$ cat config.mk
export PLATFORM = sky130hd
export DESIGN_NAME = stream_first_match_replace
export DESIGN_NICKNAME = d
export VERILOG_FILES = /design/src/sfmr_pkg.sv /design/src/sfmr_cfg.sv /design/src/sfmr_edit.sv /design/src/sfmr_out.sv /design/src/stream_first_match_replace.sv
export SDC_FILE = /design/constraint.sdc
export NUM_CORES = 1
export LEC_CHECK = 0
export BUFFER_PORTS_ARGS = -buffer_cell sky130_fd_sc_hd__buf_2
export CAP_MARGIN = 20
export CORE_MARGIN = 5
export CORE_UTILIZATION = 63
export CTS_BUF_LIST = sky130_fd_sc_hd__clkbuf_4 sky130_fd_sc_hd__clkbuf_8 sky130_fd_sc_hd__clkbuf_16
export CTS_CLUSTER_DIAMETER = 60
export DETAILED_ROUTE_END_ITERATION = 8
export PLACE_DENSITY_LB_ADDON = 0.2
export SETUP_SLACK_MARGIN = 0.02
export SYNTH_ARGS = -nofsm -noshare
export SYNTH_HDL_FRONTEND = slang
export SYNTH_SLANG_ARGS = --single-unit
export TNS_END_PERCENT = 100
$ cat constraint.sdc
create_clock -name clk_i -period 7.6 [get_ports clk_i]
set_input_delay 0.38 -clock clk_i [delete_from_list [all_inputs] [get_ports clk_i]]
set_output_delay 0.38 -clock clk_i [all_outputs]
set_load 0.01 [all_outputs]
$ cat src/sfmr_pkg.sv
// Shared types and constants for the stream first-match replace block.
package sfmr_pkg;

  localparam int MAX_PATTERN = 8;
  localparam int MAX_REPLACEMENT = 8;
  localparam int SEQ_LEN = MAX_PATTERN + 1;
  localparam int CFG_DATA_W = 64;
  localparam int CFG_IDX_W = 2;

  typedef logic [7:0] byte_t;
  typedef logic [3:0] cnt_t;

  typedef enum logic [CFG_IDX_W-1:0] {
    CFG_PATTERN_BYTES      = 2'd0,
    CFG_PATTERN_LENGTH     = 2'd1,
    CFG_REPLACEMENT_BYTES  = 2'd2,
    CFG_REPLACEMENT_LENGTH = 2'd3
  } cfg_idx_e;

  // Configuration as seen by the datapath, lengths already clamped.
  typedef struct packed {
    logic [8*MAX_PATTERN-1:0]     pattern;
    cnt_t                         plen;
    logic [8*MAX_REPLACEMENT-1:0] rep;
    cnt_t                         rlen;
  } cfg_t;

  // Results caused by one item: replacement bytes first, then the leading
  // bytes of the window sequence.
  typedef struct packed {
    logic [8*MAX_REPLACEMENT-1:0] rep;
    cnt_t                         rep_cnt;
    byte_t [SEQ_LEN-1:0]          seq;
    cnt_t                         seq_cnt;
    logic                         last;
    logic                         empty;
  } burst_t;

endpackage

$ cat src/sfmr_cfg.sv
// Configuration registers with length clamping.
module sfmr_cfg (
  input  logic                                clk_i,
  input  logic                                rst_ni,
  input  logic                                cfg_we_i,
  input  logic [sfmr_pkg::CFG_IDX_W-1:0]      cfg_idx_i,
  input  logic [sfmr_pkg::CFG_DATA_W-1:0]     cfg_data_i,
  output sfmr_pkg::cfg_t                      cfg_o
);
  import sfmr_pkg::*;

  logic [8*MAX_PATTERN-1:0]     pat_q;
  logic [8*MAX_REPLACEMENT-1:0] rep_q;
  cnt_t                         plen_q;
  cnt_t                         rlen_q;

  always_ff @(posedge clk_i or negedge rst_ni) begin
    if (!rst_ni) begin
      pat_q  <= '0;
      rep_q  <= '0;
      plen_q <= '0;
      rlen_q <= '0;
    end else if (cfg_we_i) begin
      unique case (cfg_idx_e'(cfg_idx_i))
        CFG_PATTERN_BYTES:      pat_q  <= cfg_data_i[8*MAX_PATTERN-1:0];
        CFG_PATTERN_LENGTH:     plen_q <= cfg_data_i[3:0];
        CFG_REPLACEMENT_BYTES:  rep_q  <= cfg_data_i[8*MAX_REPLACEMENT-1:0];
        CFG_REPLACEMENT_LENGTH: rlen_q <= cfg_data_i[3:0];
        default: ;
      endcase
    end
  end

  always_comb begin
    cfg_o.pattern = pat_q;
    cfg_o.rep     = rep_q;
    cfg_o.plen    = (plen_q > cnt_t'(MAX_PATTERN)) ? cnt_t'(MAX_PATTERN) : plen_q;
    cfg_o.rlen    = (rlen_q > cnt_t'(MAX_REPLACEMENT)) ? cnt_t'(MAX_REPLACEMENT) : rlen_q;
  end

endmodule

$ cat src/sfmr_edit.sv
// Input register, match window state and per-item edit logic.
module sfmr_edit (
  input  logic             clk_i,
  input  logic             rst_ni,
  input  logic             item_valid_i,
  output logic             item_ready_o,
  input  sfmr_pkg::byte_t  in_byte_i,
  input  logic             in_last_i,
  input  sfmr_pkg::cfg_t   cfg_i,
  output logic             burst_valid_o,
  input  logic             burst_ready_i,
  output sfmr_pkg::burst_t burst_o
);
  import sfmr_pkg::*;

  logic  iv_q, iv_d;
  byte_t ib_q;
  logic  il_q;

  byte_t [MAX_PATTERN-1:0] win_q, win_d;
  cnt_t                    fill_q, fill_d;
  logic                    done_q, done_d;
  logic                    started_q, started_d;

  byte_t [SEQ_LEN-1:0] seq;
  cnt_t                n;
  cnt_t                e;
  cnt_t                rc;
  logic                ins_start;
  logic                flush_all;
  logic                eq;
  logic                match_now;
  logic [4:0]          src_idx;
  logic                take;
  logic                item_take;

  assign take          = iv_q && burst_ready_i;
  assign item_ready_o  = !iv_q || take;
  assign item_take     = item_valid_i && item_ready_o;
  assign burst_valid_o = iv_q;

  always_comb begin
    iv_d = iv_q;
    if (item_take) begin
      iv_d = 1'b1;
    end else if (take) begin
      iv_d = 1'b0;
    end
  end

  always_ff @(posedge clk_i or negedge rst_ni) begin
    if (!rst_ni) begin
      iv_q <= 1'b0;
    end else begin
      iv_q <= iv_d;
    end
  end

  always_ff @(posedge clk_i) begin
    if (item_take) begin
      ib_q <= in_byte_i;
      il_q <= in_last_i;
    end
  end

  // Held bytes followed by the new byte.
  always_comb begin
    for (int i = 0; i < MAX_PATTERN; i++) begin
      seq[i] = (fill_q == cnt_t'(i)) ? ib_q : win_q[i];
    end
    seq[SEQ_LEN-1] = ib_q;
  end

  always_comb begin
    eq = 1'b1;
    for (int i = 0; i < MAX_PATTERN; i++) begin
      if ((cnt_t'(i) < cfg_i.plen) && (seq[i] != cfg_i.pattern[8*i +: 8])) begin
        eq = 1'b0;
      end
    end
  end

  always_comb begin
    n         = fill_q + cnt_t'(1);
    ins_start = !started_q && !done_q && (cfg_i.plen == '0);
    flush_all = ins_start || done_q;
    match_now = !flush_all && (n == cfg_i.plen) && eq;
    rc        = '0;
    e         = '0;
    fill_d    = n;
    priority if (flush_all) begin
      e      = n;
      fill_d = '0;
      if (ins_start) begin
        rc = cfg_i.rlen;
      end
    end else if (n > cfg_i.plen) begin
      e      = n - cfg_i.plen;
      fill_d = cfg_i.plen;
    end else if (n == cfg_i.plen) begin
      if (eq) begin
        rc     = cfg_i.rlen;
        fill_d = '0;
      end else begin
        e      = cnt_t'(1);
        fill_d = n - cnt_t'(1);
      end
    end else begin
      e      = '0;
      fill_d = n;
    end

    done_d    = done_q || ins_start || match_now;
    started_d = 1'b1;
    // Flush everything still held and start the next string clean.
    if (il_q) begin
      e         = match_now ? '0 : n;
      fill_d    = '0;
      done_d    = 1'b0;
      started_d = 1'b0;
    end
  end

  // Keep the bytes that were not emitted, oldest first.
  always_comb begin
    for (int i = 0; i < MAX_PATTERN; i++) begin
      src_idx  = 5'(i) + 5'(e);
      win_d[i] = (src_idx < 5'(SEQ_LEN)) ? seq[src_idx[3:0]] : '0;
    end
  end

  always_ff @(posedge clk_i or negedge rst_ni) begin
    if (!rst_ni) begin
      win_q     <= '0;
      fill_q    <= '0;
      done_q    <= 1'b0;
      started_q <= 1'b0;
    end else if (take) begin
      win_q     <= win_d;
      fill_q    <= fill_d;
      done_q    <= done_d;
      started_q <= started_d;
    end
  end

  always_comb begin
    burst_o.rep     = cfg_i.rep;
    burst_o.rep_cnt = rc;
    burst_o.seq     = seq;
    burst_o.seq_cnt = e;
    burst_o.last    = il_q;
    burst_o.empty   = il_q && (rc == '0) && (e == '0);
  end

endmodule

$ cat src/sfmr_out.sv
// Result register that serializes one item's results, one transfer per cycle while res_ready_i is high.
module sfmr_out (
  input  logic             clk_i,
  input  logic             rst_ni,
  input  logic             burst_valid_i,
  output logic             burst_ready_o,
  input  sfmr_pkg::burst_t burst_i,
  output logic             res_valid_o,
  input  logic             res_ready_i,
  output sfmr_pkg::byte_t  out_byte_o,
  output logic             out_valid_o,
  output logic             out_last_o
);
  import sfmr_pkg::*;

  logic [8*MAX_REPLACEMENT-1:0] rep_q;
  cnt_t                         rep_cnt_q;
  byte_t [SEQ_LEN-1:0]          seq_q;
  cnt_t                         seq_cnt_q;
  logic                         last_q;
  logic                         empty_q;

  logic       pending;
  logic       final_ent;
  logic       pop;
  logic       load;
  logic [4:0] left;

  assign left          = 5'(rep_cnt_q) + 5'(seq_cnt_q);
  assign pending       = (left != '0) || empty_q;
  assign final_ent     = empty_q || (left == 5'd1);
  assign pop           = pending && res_ready_i;
  assign burst_ready_o = !pending || (pop && final_ent);
  assign load          = burst_valid_i && burst_ready_o;

  always_ff @(posedge clk_i or negedge rst_ni) begin
    if (!rst_ni) begin
      rep_cnt_q <= '0;
      seq_cnt_q <= '0;
      empty_q   <= 1'b0;
    end else if (load) begin
      rep_cnt_q <= burst_i.rep_cnt;
      seq_cnt_q <= burst_i.seq_cnt;
      empty_q   <= burst_i.empty;
    end else if (pop) begin
      priority if (rep_cnt_q != '0) begin
        rep_cnt_q <= rep_cnt_q - cnt_t'(1);
      end else if (seq_cnt_q != '0) begin
        seq_cnt_q <= seq_cnt_q - cnt_t'(1);
      end else begin
        empty_q <= 1'b0;
      end
    end
  end

  // Advance the byte queues one place per transfer.
  always_ff @(posedge clk_i) begin
    if (load) begin
      rep_q  <= burst_i.rep;
      seq_q  <= burst_i.seq;
      last_q <= burst_i.last;
    end else if (pop) begin
      if (rep_cnt_q != '0) begin
        rep_q <= {8'h00, rep_q[8*MAX_REPLACEMENT-1:8]};
      end else begin
        seq_q <= {8'h00, seq_q[SEQ_LEN-1:1]};
      end
    end
  end

  assign res_valid_o = pending;
  assign out_valid_o = !empty_q;
  assign out_last_o  = last_q && final_ent;
  assign out_byte_o  = empty_q ? 8'h00 : ((rep_cnt_q != '0) ? rep_q[7:0] : seq_q[0]);

endmodule

$ cat src/stream_first_match_replace.sv
// Top level of the stream first-match replace block.
//
//   channel   handshake                    payload
//   input     item_valid_i / item_ready_o  in_byte_i, in_last_i
//   result    res_valid_o / res_ready_i    out_byte_o, out_valid_o, out_last_o
//   config    cfg_we_i                     cfg_idx_i, cfg_data_i
//
// An item goes input register -> edit logic -> result register; the result register
// holds an item's results until each is taken, and an item that yields none does not
// occupy it, so one item per cycle is taken while each yields at most one result and
// res_ready_i stays high. Reset clears the configuration, the window and the string
// state.
// Either side may stall at any time; the result register and the input register
// each hold their contents until taken.
module stream_first_match_replace (
  input  logic                            clk_i,
  input  logic                            rst_ni,
  input  logic                            item_valid_i,
  output logic                            item_ready_o,
  input  logic [7:0]                      in_byte_i,
  input  logic                            in_last_i,
  output logic                            res_valid_o,
  input  logic                            res_ready_i,
  output logic [7:0]                      out_byte_o,
  output logic                            out_valid_o,
  output logic                            out_last_o,
  input  logic                            cfg_we_i,
  input  logic [sfmr_pkg::CFG_IDX_W-1:0]  cfg_idx_i,
  input  logic [sfmr_pkg::CFG_DATA_W-1:0] cfg_data_i
);
  import sfmr_pkg::*;

  cfg_t   cfg;
  burst_t burst;
  logic   burst_valid;
  logic   burst_ready;

  sfmr_cfg u_cfg (
    .clk_i      (clk_i),
    .rst_ni     (rst_ni),
    .cfg_we_i   (cfg_we_i),
    .cfg_idx_i  (cfg_idx_i),
    .cfg_data_i (cfg_data_i),
    .cfg_o      (cfg)
  );

  sfmr_edit u_edit (
    .clk_i         (clk_i),
    .rst_ni        (rst_ni),
    .item_valid_i  (item_valid_i),
    .item_ready_o  (item_ready_o),
    .in_byte_i     (in_byte_i),
    .in_last_i     (in_last_i),
    .cfg_i         (cfg),
    .burst_valid_o (burst_valid),
    .burst_ready_i (burst_ready),
    .burst_o       (burst)
  );

  sfmr_out u_out (
    .clk_i         (clk_i),
    .rst_ni        (rst_ni),
    .burst_valid_i (burst_valid),
    .burst_ready_o (burst_ready),
    .burst_i       (burst),
    .res_valid_o   (res_valid_o),
    .res_ready_i   (res_ready_i),
    .out_byte_o    (out_byte_o),
    .out_valid_o   (out_valid_o),
    .out_last_o    (out_last_o)
  );

endmodule

==> run_results.csv, run 1 <==
group,metric,value,unit
yosys,async_flop_share,0.597,
worst_setup_path,path_max_fanout,68,
clock_network,clock_path_buffers,3,
power,seqPwrFrac,0.279,
cells_and_area,drive_above_1_share,0.204,
sta,fin_hold_ws,0.0363,ns
power,p_leak,9.96,nW
yosys,synth_area,0.0209,mm2
die,die_h,192,um
yosys,yosys.area.top_type,"dfrtp_1",
yosys,synth_xor_area_frac,0.0284,
sta,maxSlewHeadroom,0.194,
detailed_routing,vias,17700,
worst_setup_path,worstSetupEndpointType,"flop",
cells_and_area,areaGrowthSynthToFinish,11.8,%
detailed_routing,dr.pass1.iters,6,
worst_hold_path,hold_path_class,"input pin to flop",
clock_network,clock_sinks,362,
yosys,synth.area.top_cells,"dfrtp_1 26%, edfxtp_1 21%, mux2_2 8.0%",
power,vdd_ir_drop_max,392,uV
run,cap_violations,0,
placed_design,hpwl,54700,um
cells_and_area,final_cells,2563,
yosys,synth_edf_count,146,
die,ios,92,
global_routing,antenna_found_initial,3,
power,clockPowerShare,0.159,
yosys,synth_compound_area_frac,0.146,
global_routing,grt_start_max_net_pins,105,
placed_design,gp_congestion,1.11,
clock_network,cts_buffers,41,
placed_design,dp.cells,2474,
worst_setup_path,required,8.08,ns
yosys,synth_top_area_frac,0.258,
clock_network,h-tree-depth,2,
detailed_routing,drtAntennaViolNets,0,
power,power.density,571,mW/mm2
power,swShare,0.488,
sta,finalCriticalPeriod,6.64,ns
detailed_routing,routed_wl,77800,um
cells_and_area,n_fill_cell,2329,
placed_design,portBuffers,91,
sta,finalCritPeriodShare,0.874,
die,core,0.0327,mm2
yosys,synth_top_family_by_area,"multiplexers",
sta,rsz0062_at_grt,"no",
detailed_routing,drt_iter0_drc,2284,
worst_setup_path,crit_type,"flop to flop",
placed_design,place_ws,0.887,ns
power,netSwitchingPower,6.52,mW
die,start_util,0.640,
worst_setup_path,reg2reg_slack,0.96,ns
clock_network,postCtsResizedCells,0,
detailed_routing,via_per_inst,6.92,
sta,setup_tns,0,ns
yosys,synth_seq_cells,362,
global_routing,grt_pass1_vias,17600,
sta,fin_ws,0.960,ns
die,die-area,0.0370,mm2
run_status,status,"complete, no violations",
placed_design,place_area,0.0218,mm2
worst_setup_path,worstPathArrival,7.12,ns
worst_setup_path,startpoint_type,"flop",
global_routing,grt_pass1_wl,114000,um
cells_and_area,final_common_cell,"nand2_1",
clock_network,clkTransAtPathRegs,0.06,ns
global_routing,grt.overflow.total,0,
detailed_routing,drcViolationCount,0,
yosys,ys_warn_count,0,
clock_network,clk_latency,0.59,ns
cells_and_area,final_cell_area,0.0234,mm2
clock_network,cts_root_buffer,"clkbuf_16",
power,p_int,6.85,mW
global_routing,track_usage,0.420,
yosys,synth-main-ff-cell,"dfrtp_1",
yosys,syn_area_per_cell,10.4,um2
yosys,synthSimpleGateAreaFrac,0.137,
sta,finalSetupViolCount,0,
die,die_w,192,um
power,power.total,13.4,mW
cells_and_area,final_cell_mix,"356 x nand2_1, 216 x dfrtp_1, 149 x mux2_2",
sta,worstMarginPinSlew,1.20,ns
sta,skew,0.0288,ns
yosys,ys_seq_area_frac,0.467,
die,row_count,66,
sta,fmax,151,MHz
yosys,synth_fp_nets,2116,
yosys,syn_inst,2009,
detailed_routing,wl_per_cell,30.4,um
power,combPwrFrac,0.562,
clock_network,cts_tree,"done",
yosys,synth_fa_ha_area_frac,0.0168,
yosys,synth.distinct_cells,101,
sta,finalHoldViolCount,0,
cells_and_area,fin_nets,2194,
sta,drv_slew,0,
cells_and_area,fin_util,0.716,
yosys,muxShareOfSynthArea,0.166,
-- routing by layer --
layer  track usage  vias up  share of wire
li1              -     7488              -
met3         0.103      362           0.11
met5             0        -        0.00019
met2         0.639     1203           0.44
met4         0.261        4          0.077
met1         0.542     8684           0.37
-- flip-flops by register name, summed over array words and instances, names as in the netlist --
| name | count |
|---|---|
| u_out.seq_q | 72 |
| u_cfg.pat_q | 64 |
| u_cfg.rep_q | 64 |
| u_edit.win_q | 64 |
| u_out.rep_q | 64 |
| u_edit.ib_q | 8 |
| u_cfg.plen_q | 4 |
| u_cfg.rlen_q | 4 |
| u_edit.fill_q | 4 |
| u_out.rep_cnt_q | 4 |
| u_out.seq_cnt_q | 4 |
| u_edit.burst_valid_o | 1 |
| u_edit.done_q | 1 |
| u_edit.il_q | 1 |
| u_edit.started_q | 1 |
| u_out.empty_q | 1 |
| u_out.last_q | 1 |
-- cells in the mapped netlist, types with 20 or more instances --
cell and number:
nand2_1 358, mux2_2 149, a22oi_1 20, edfxtp_1 146, nand3_1 24, buf_2 26
clkbuf_1 82, ha_1 25, xor2_1 21, and2_1 20, nor2b_1 37, nor3_1 25
o21ai_0 121, dfrtp_1 216, inv_1 56, xnor2_1 42, mux2i_1 139, a21oi_1 89
nor2_1 70
-- power groups by stage --
stage	combinational (mW)	sequential, mW	clock, mW
finish	7.52	3.73	2.12
global route	7.87	3.76	2.21
CTS	7.22	3.68	2.12
detailed placement	7.14	3.70	0
global placement	7.04	3.67	0
floorplan	4.96	3.45	0
-- final cells by class --
type / count / area (um2) / share of cell area
multi-input combinational: 1458 / 10400 / 0.442
sequential: 362 / 9790 / 0.418
clock buffer: 53 / 1160 / 0.0495
timing repair buffer: 162 / 1030 / 0.0438
tap: 442 / 553 / 0.0236
clock inverter: 23 / 290 / 0.0124
inverter: 62 / 235 / 0.0100
antenna: 1 / 2.50 / 0.000107
-- critical path, cell delays in order, from the launching register on --
cell	delay (ns)
dfrtp_1	0.62
inv_1	0.21
ha_1	0.27
nand3b_1	0.61
mux2i_1	0.82
xnor2_1	0.20
nor3_1	0.07
a31oi_1	0.35
a2111oi_4	0.14
a22oi_1	0.77
o21ai_4	0.13
inv_4	0.10
buf_4	0.78
mux2i_1	0.32
mux2i_1	0.67
a221oi_1	0.20
a22o_1	0.25
-- final timing paths --
| path | endpoint | depth (start not counted) | start |
|---|---|---|---|
| worst min-delay path | u_cfg.pat_q[36]$_DFFE_PN0P_ | 3 | cfg_data_i[36] |
| max in group asynchronous | u_edit.win_q[6]$_DFFE_PN0P_ | 3 | rst_ni |
| worst max-delay path | u_edit.win_q[48]$_DFFE_PN0P_ | 16 | u_edit.fill_q[0]$_DFFE_PN0P_ |
| min in group asynchronous | u_cfg.pat_q[10]$_DFFE_PN0P_ | 2 | rst_ni |
| worst max register to register | u_edit.win_q[48]$_DFFE_PN0P_ | 16 | u_edit.fill_q[0]$_DFFE_PN0P_ |
| worst min register to register | u_edit.win_q[9]$_DFFE_PN0P_ | 2 | u_edit.win_q[9]$_DFFE_PN0P_ |
-- logic make-up after synthesis --
group / count (synthesis)
AO/OA/AOI/OAI: 440
XOR/XNOR: 65
adder cells (fa/ha/maj): 27
buffers and inverters: 189
flip-flops: 362
multiplexers: 307
AND/OR/NAND/NOR: 619
-- timing repair --
action | 4_1_cts | 5_1_grt
buffers inserted | 0 | 0
hold buffers | 11 | 0
hold endpoints to repair | 100 | 0
Note: power is estimated with default switching activity, not from simulation.
==> inputs of run 2 (changes only) <==
Settings changed: CORE_ASPECT_RATIO set to 1.1, SLEW_MARGIN set to 20.
==> run_results.csv, run 2 (synthesis gave the netlist of run 1 again) <==
group,metric,value,unit
cells_and_area,final_cell_mix,"355 x nand2_1, 216 x dfrtp_1, 149 x mux2_2",
worst_setup_path,cp_cell_sequence,"inv_1, ha_1, nand3b_1, mux2i_1, o2111ai_1, a2111oi_2, nand4_1, a2111oi_4, nand4_2, nand2_2, buf_4, ha_1, nor3_2, nand2_1, a221oi_1, a22o_1",
die,row_count,70,
worst_setup_path,path_max_fanout,37,
cells_and_area,largest_reg_flops,72,
run,cap_violations,0,
die,die_h,201,um
sta,rsz0062_at_grt,"no",
clock_network,cts_root_buffer,"clkbuf_16",
power,p_leak,9.90,nW
cells_and_area,drive_above_1_share,0.203,
detailed_routing,drcViolationCount,0,
detailed_routing,via_per_inst,6.87,
cells_and_area,multiInputGateArea,0.0104,mm2
worst_hold_path,hold_path_class,"input pin to flop",
die,core,0.0330,mm2
die,start_util,0.634,
run_status,status,"complete, no violations",
worst_setup_path,critical_path.max_stage_delay,0.97,ns
cells_and_area,regArea,0.00979,mm2
sta,skew,0.0164,ns
cells_and_area,regMostFlops,"u_out.seq_q",
worst_setup_path,crit_type,"flop to flop",
clock_network,cts_tree,"done",
worst_setup_path,crit_path_frequent_cell,"ha_1",
die,ios,92,
sta,finalCritPeriodShare,0.884,
cells_and_area,areaGrowthSynthToFinish,11.2,%
sta,setup_tns,0,ns
clock_network,clk_latency,0.56,ns
worst_setup_path,startpoint_type,"flop",
sta,maxSlewHeadroom,0.166,
placed_design,gp_congestion,1.09,
clock_network,clock_path_buffers,3,
clock_network,clkTransAtPathRegs,0.07,ns
global_routing,grt_pass1_wl,111000,um
sta,finalHoldViolCount,0,
worst_setup_path,worstPathArrival,7.21,ns
clock_network,cts_buffers,39,
worst_setup_path,worst_path_max_delay_cell,"mux2i_1",
global_routing,track_usage,0.398,
sta,fmax,149,MHz
global_routing,antenna_found_initial,1,
placed_design,hpwl,53200,um
sta,finalCriticalPeriod,6.72,ns
clock_network,h-tree-depth,2,
power,power.total,13.1,mW
detailed_routing,routed_wl,74400,um
worst_setup_path,cp_top_family,"simple AND/OR/NAND/NOR gates",
worst_setup_path,worstSetupEndpointType,"flop",
detailed_routing,vias,17500,
worst_setup_path,crit_buf_inv,2,
detailed_routing,drt_iter0_drc,2147,
cells_and_area,n_fill_cell,2393,
global_routing,grt.overflow.total,0,
clock_network,postCtsSetupBuffers,0,
cells_and_area,final_common_cell,"nand2_1",
detailed_routing,wl_per_cell,29.2,um
global_routing,grt_start_max_net_pins,171,
die,die-area,0.0370,mm2
detailed_routing,dr.pass1.iters,6,
cells_and_area,fin_nets,2187,
power,vdd_ir_drop_max,648,uV
detailed_routing,drtAntennaViolNets,0,
sta,finalSetupViolCount,0,
power,power.density,562,mW/mm2
sta,worstMarginPinSlew,1.25,ns
sta,drv_slew,0,
placed_design,portBuffers,91,
die,die_w,184,um
global_routing,grt_pass1_vias,17200,
worst_setup_path,required,8.10,ns
clock_network,clock_sinks,362,
## run 2: cell count changes in the layout (fill, tap and decap cells not counted), moves of 3 or more
cell / change
inv_6: +5
clkinv_8: -3
dlygate4sd3_1: -3
buf_4: -6
clkbuf_16: -3
## run 2: final cells by class
cell class	count	area share
diodes	1	0.000107
clock inverters	21	0.00994
inverters	62	0.0101
multi-input cells	1458	0.446
repair buffers	157	0.0438
clock buffers	51	0.0466
well taps	432	0.0232
flip-flops and latches	362	0.420
## run 2: worst reg2reg max path: cells and delay by family (launching register included)
kind,cells,cell delay [ns]
compound gates,5,1.60
fa+ha+maj,2,0.89
buf+inv,2,0.73
flops,1,0.60
mux,1,0.98
simple gates,6,1.87
## run 2: power by group
group / switching [mW] / internal [mW]
sequential: 0.565 / 3.15
clock: 0.832 / 1.13
combinational: 4.94 / 2.46
## run 2: metal layers
layer  vias to the layer above  wire length, um  GRT usage
met5                         -                0          0
met4                         0             4600      0.191
met3                       251             7750     0.0891
met2                      1133            34000      0.613
met1                      8631            28000      0.536
li1                       7464                -          -
## run 2: stage by stage
stage          setup slack (ns)  instance area (um2)  utilization  std cells  hold WS, ns
5_1_grt                   0.658                23300        0.705       2543       0.0124
3_5_place_dp               1.19                21900        0.662       2463        0.333
6_report                  0.881                23300        0.705       2544       0.0190
4_1_cts                    1.15                23300        0.705       2543      0.00209
3_3_place_gp               1.33                21800        0.661       2462        0.336
2_1_floorplan              2.22                20900            -       2009       0.0844
## run 2: final timing paths
check	cells after the start	startpoint	endpoint	slack, ns
setup / recovery	16	u_edit.fill_q[0]$_DFFE_PN0P_	u_edit.win_q[51]$_DFFE_PN0P_	0.88
hold reg to reg	2	u_edit.win_q[37]$_DFFE_PN0P_	u_edit.win_q[37]$_DFFE_PN0P_	0.50
min in group asynchronous	2	rst_ni	u_cfg.rep_q[29]$_DFFE_PN0P_	0.34
setup reg to reg	16	u_edit.fill_q[0]$_DFFE_PN0P_	u_edit.win_q[51]$_DFFE_PN0P_	0.88
max in group asynchronous	3	rst_ni	u_cfg.pat_q[57]$_DFFE_PN0P_	6.08
hold / removal	1	in_last_i	u_edit.il_q$_DFFE_PP_	0.02
## run 2: what timing repair did
item | CTS | global route
setup endpoints to repair | 0 | 0
resized for setup | 0 | 0
hold buffers | 8 | 0
endpoints found under the hold margin | 64 | 0
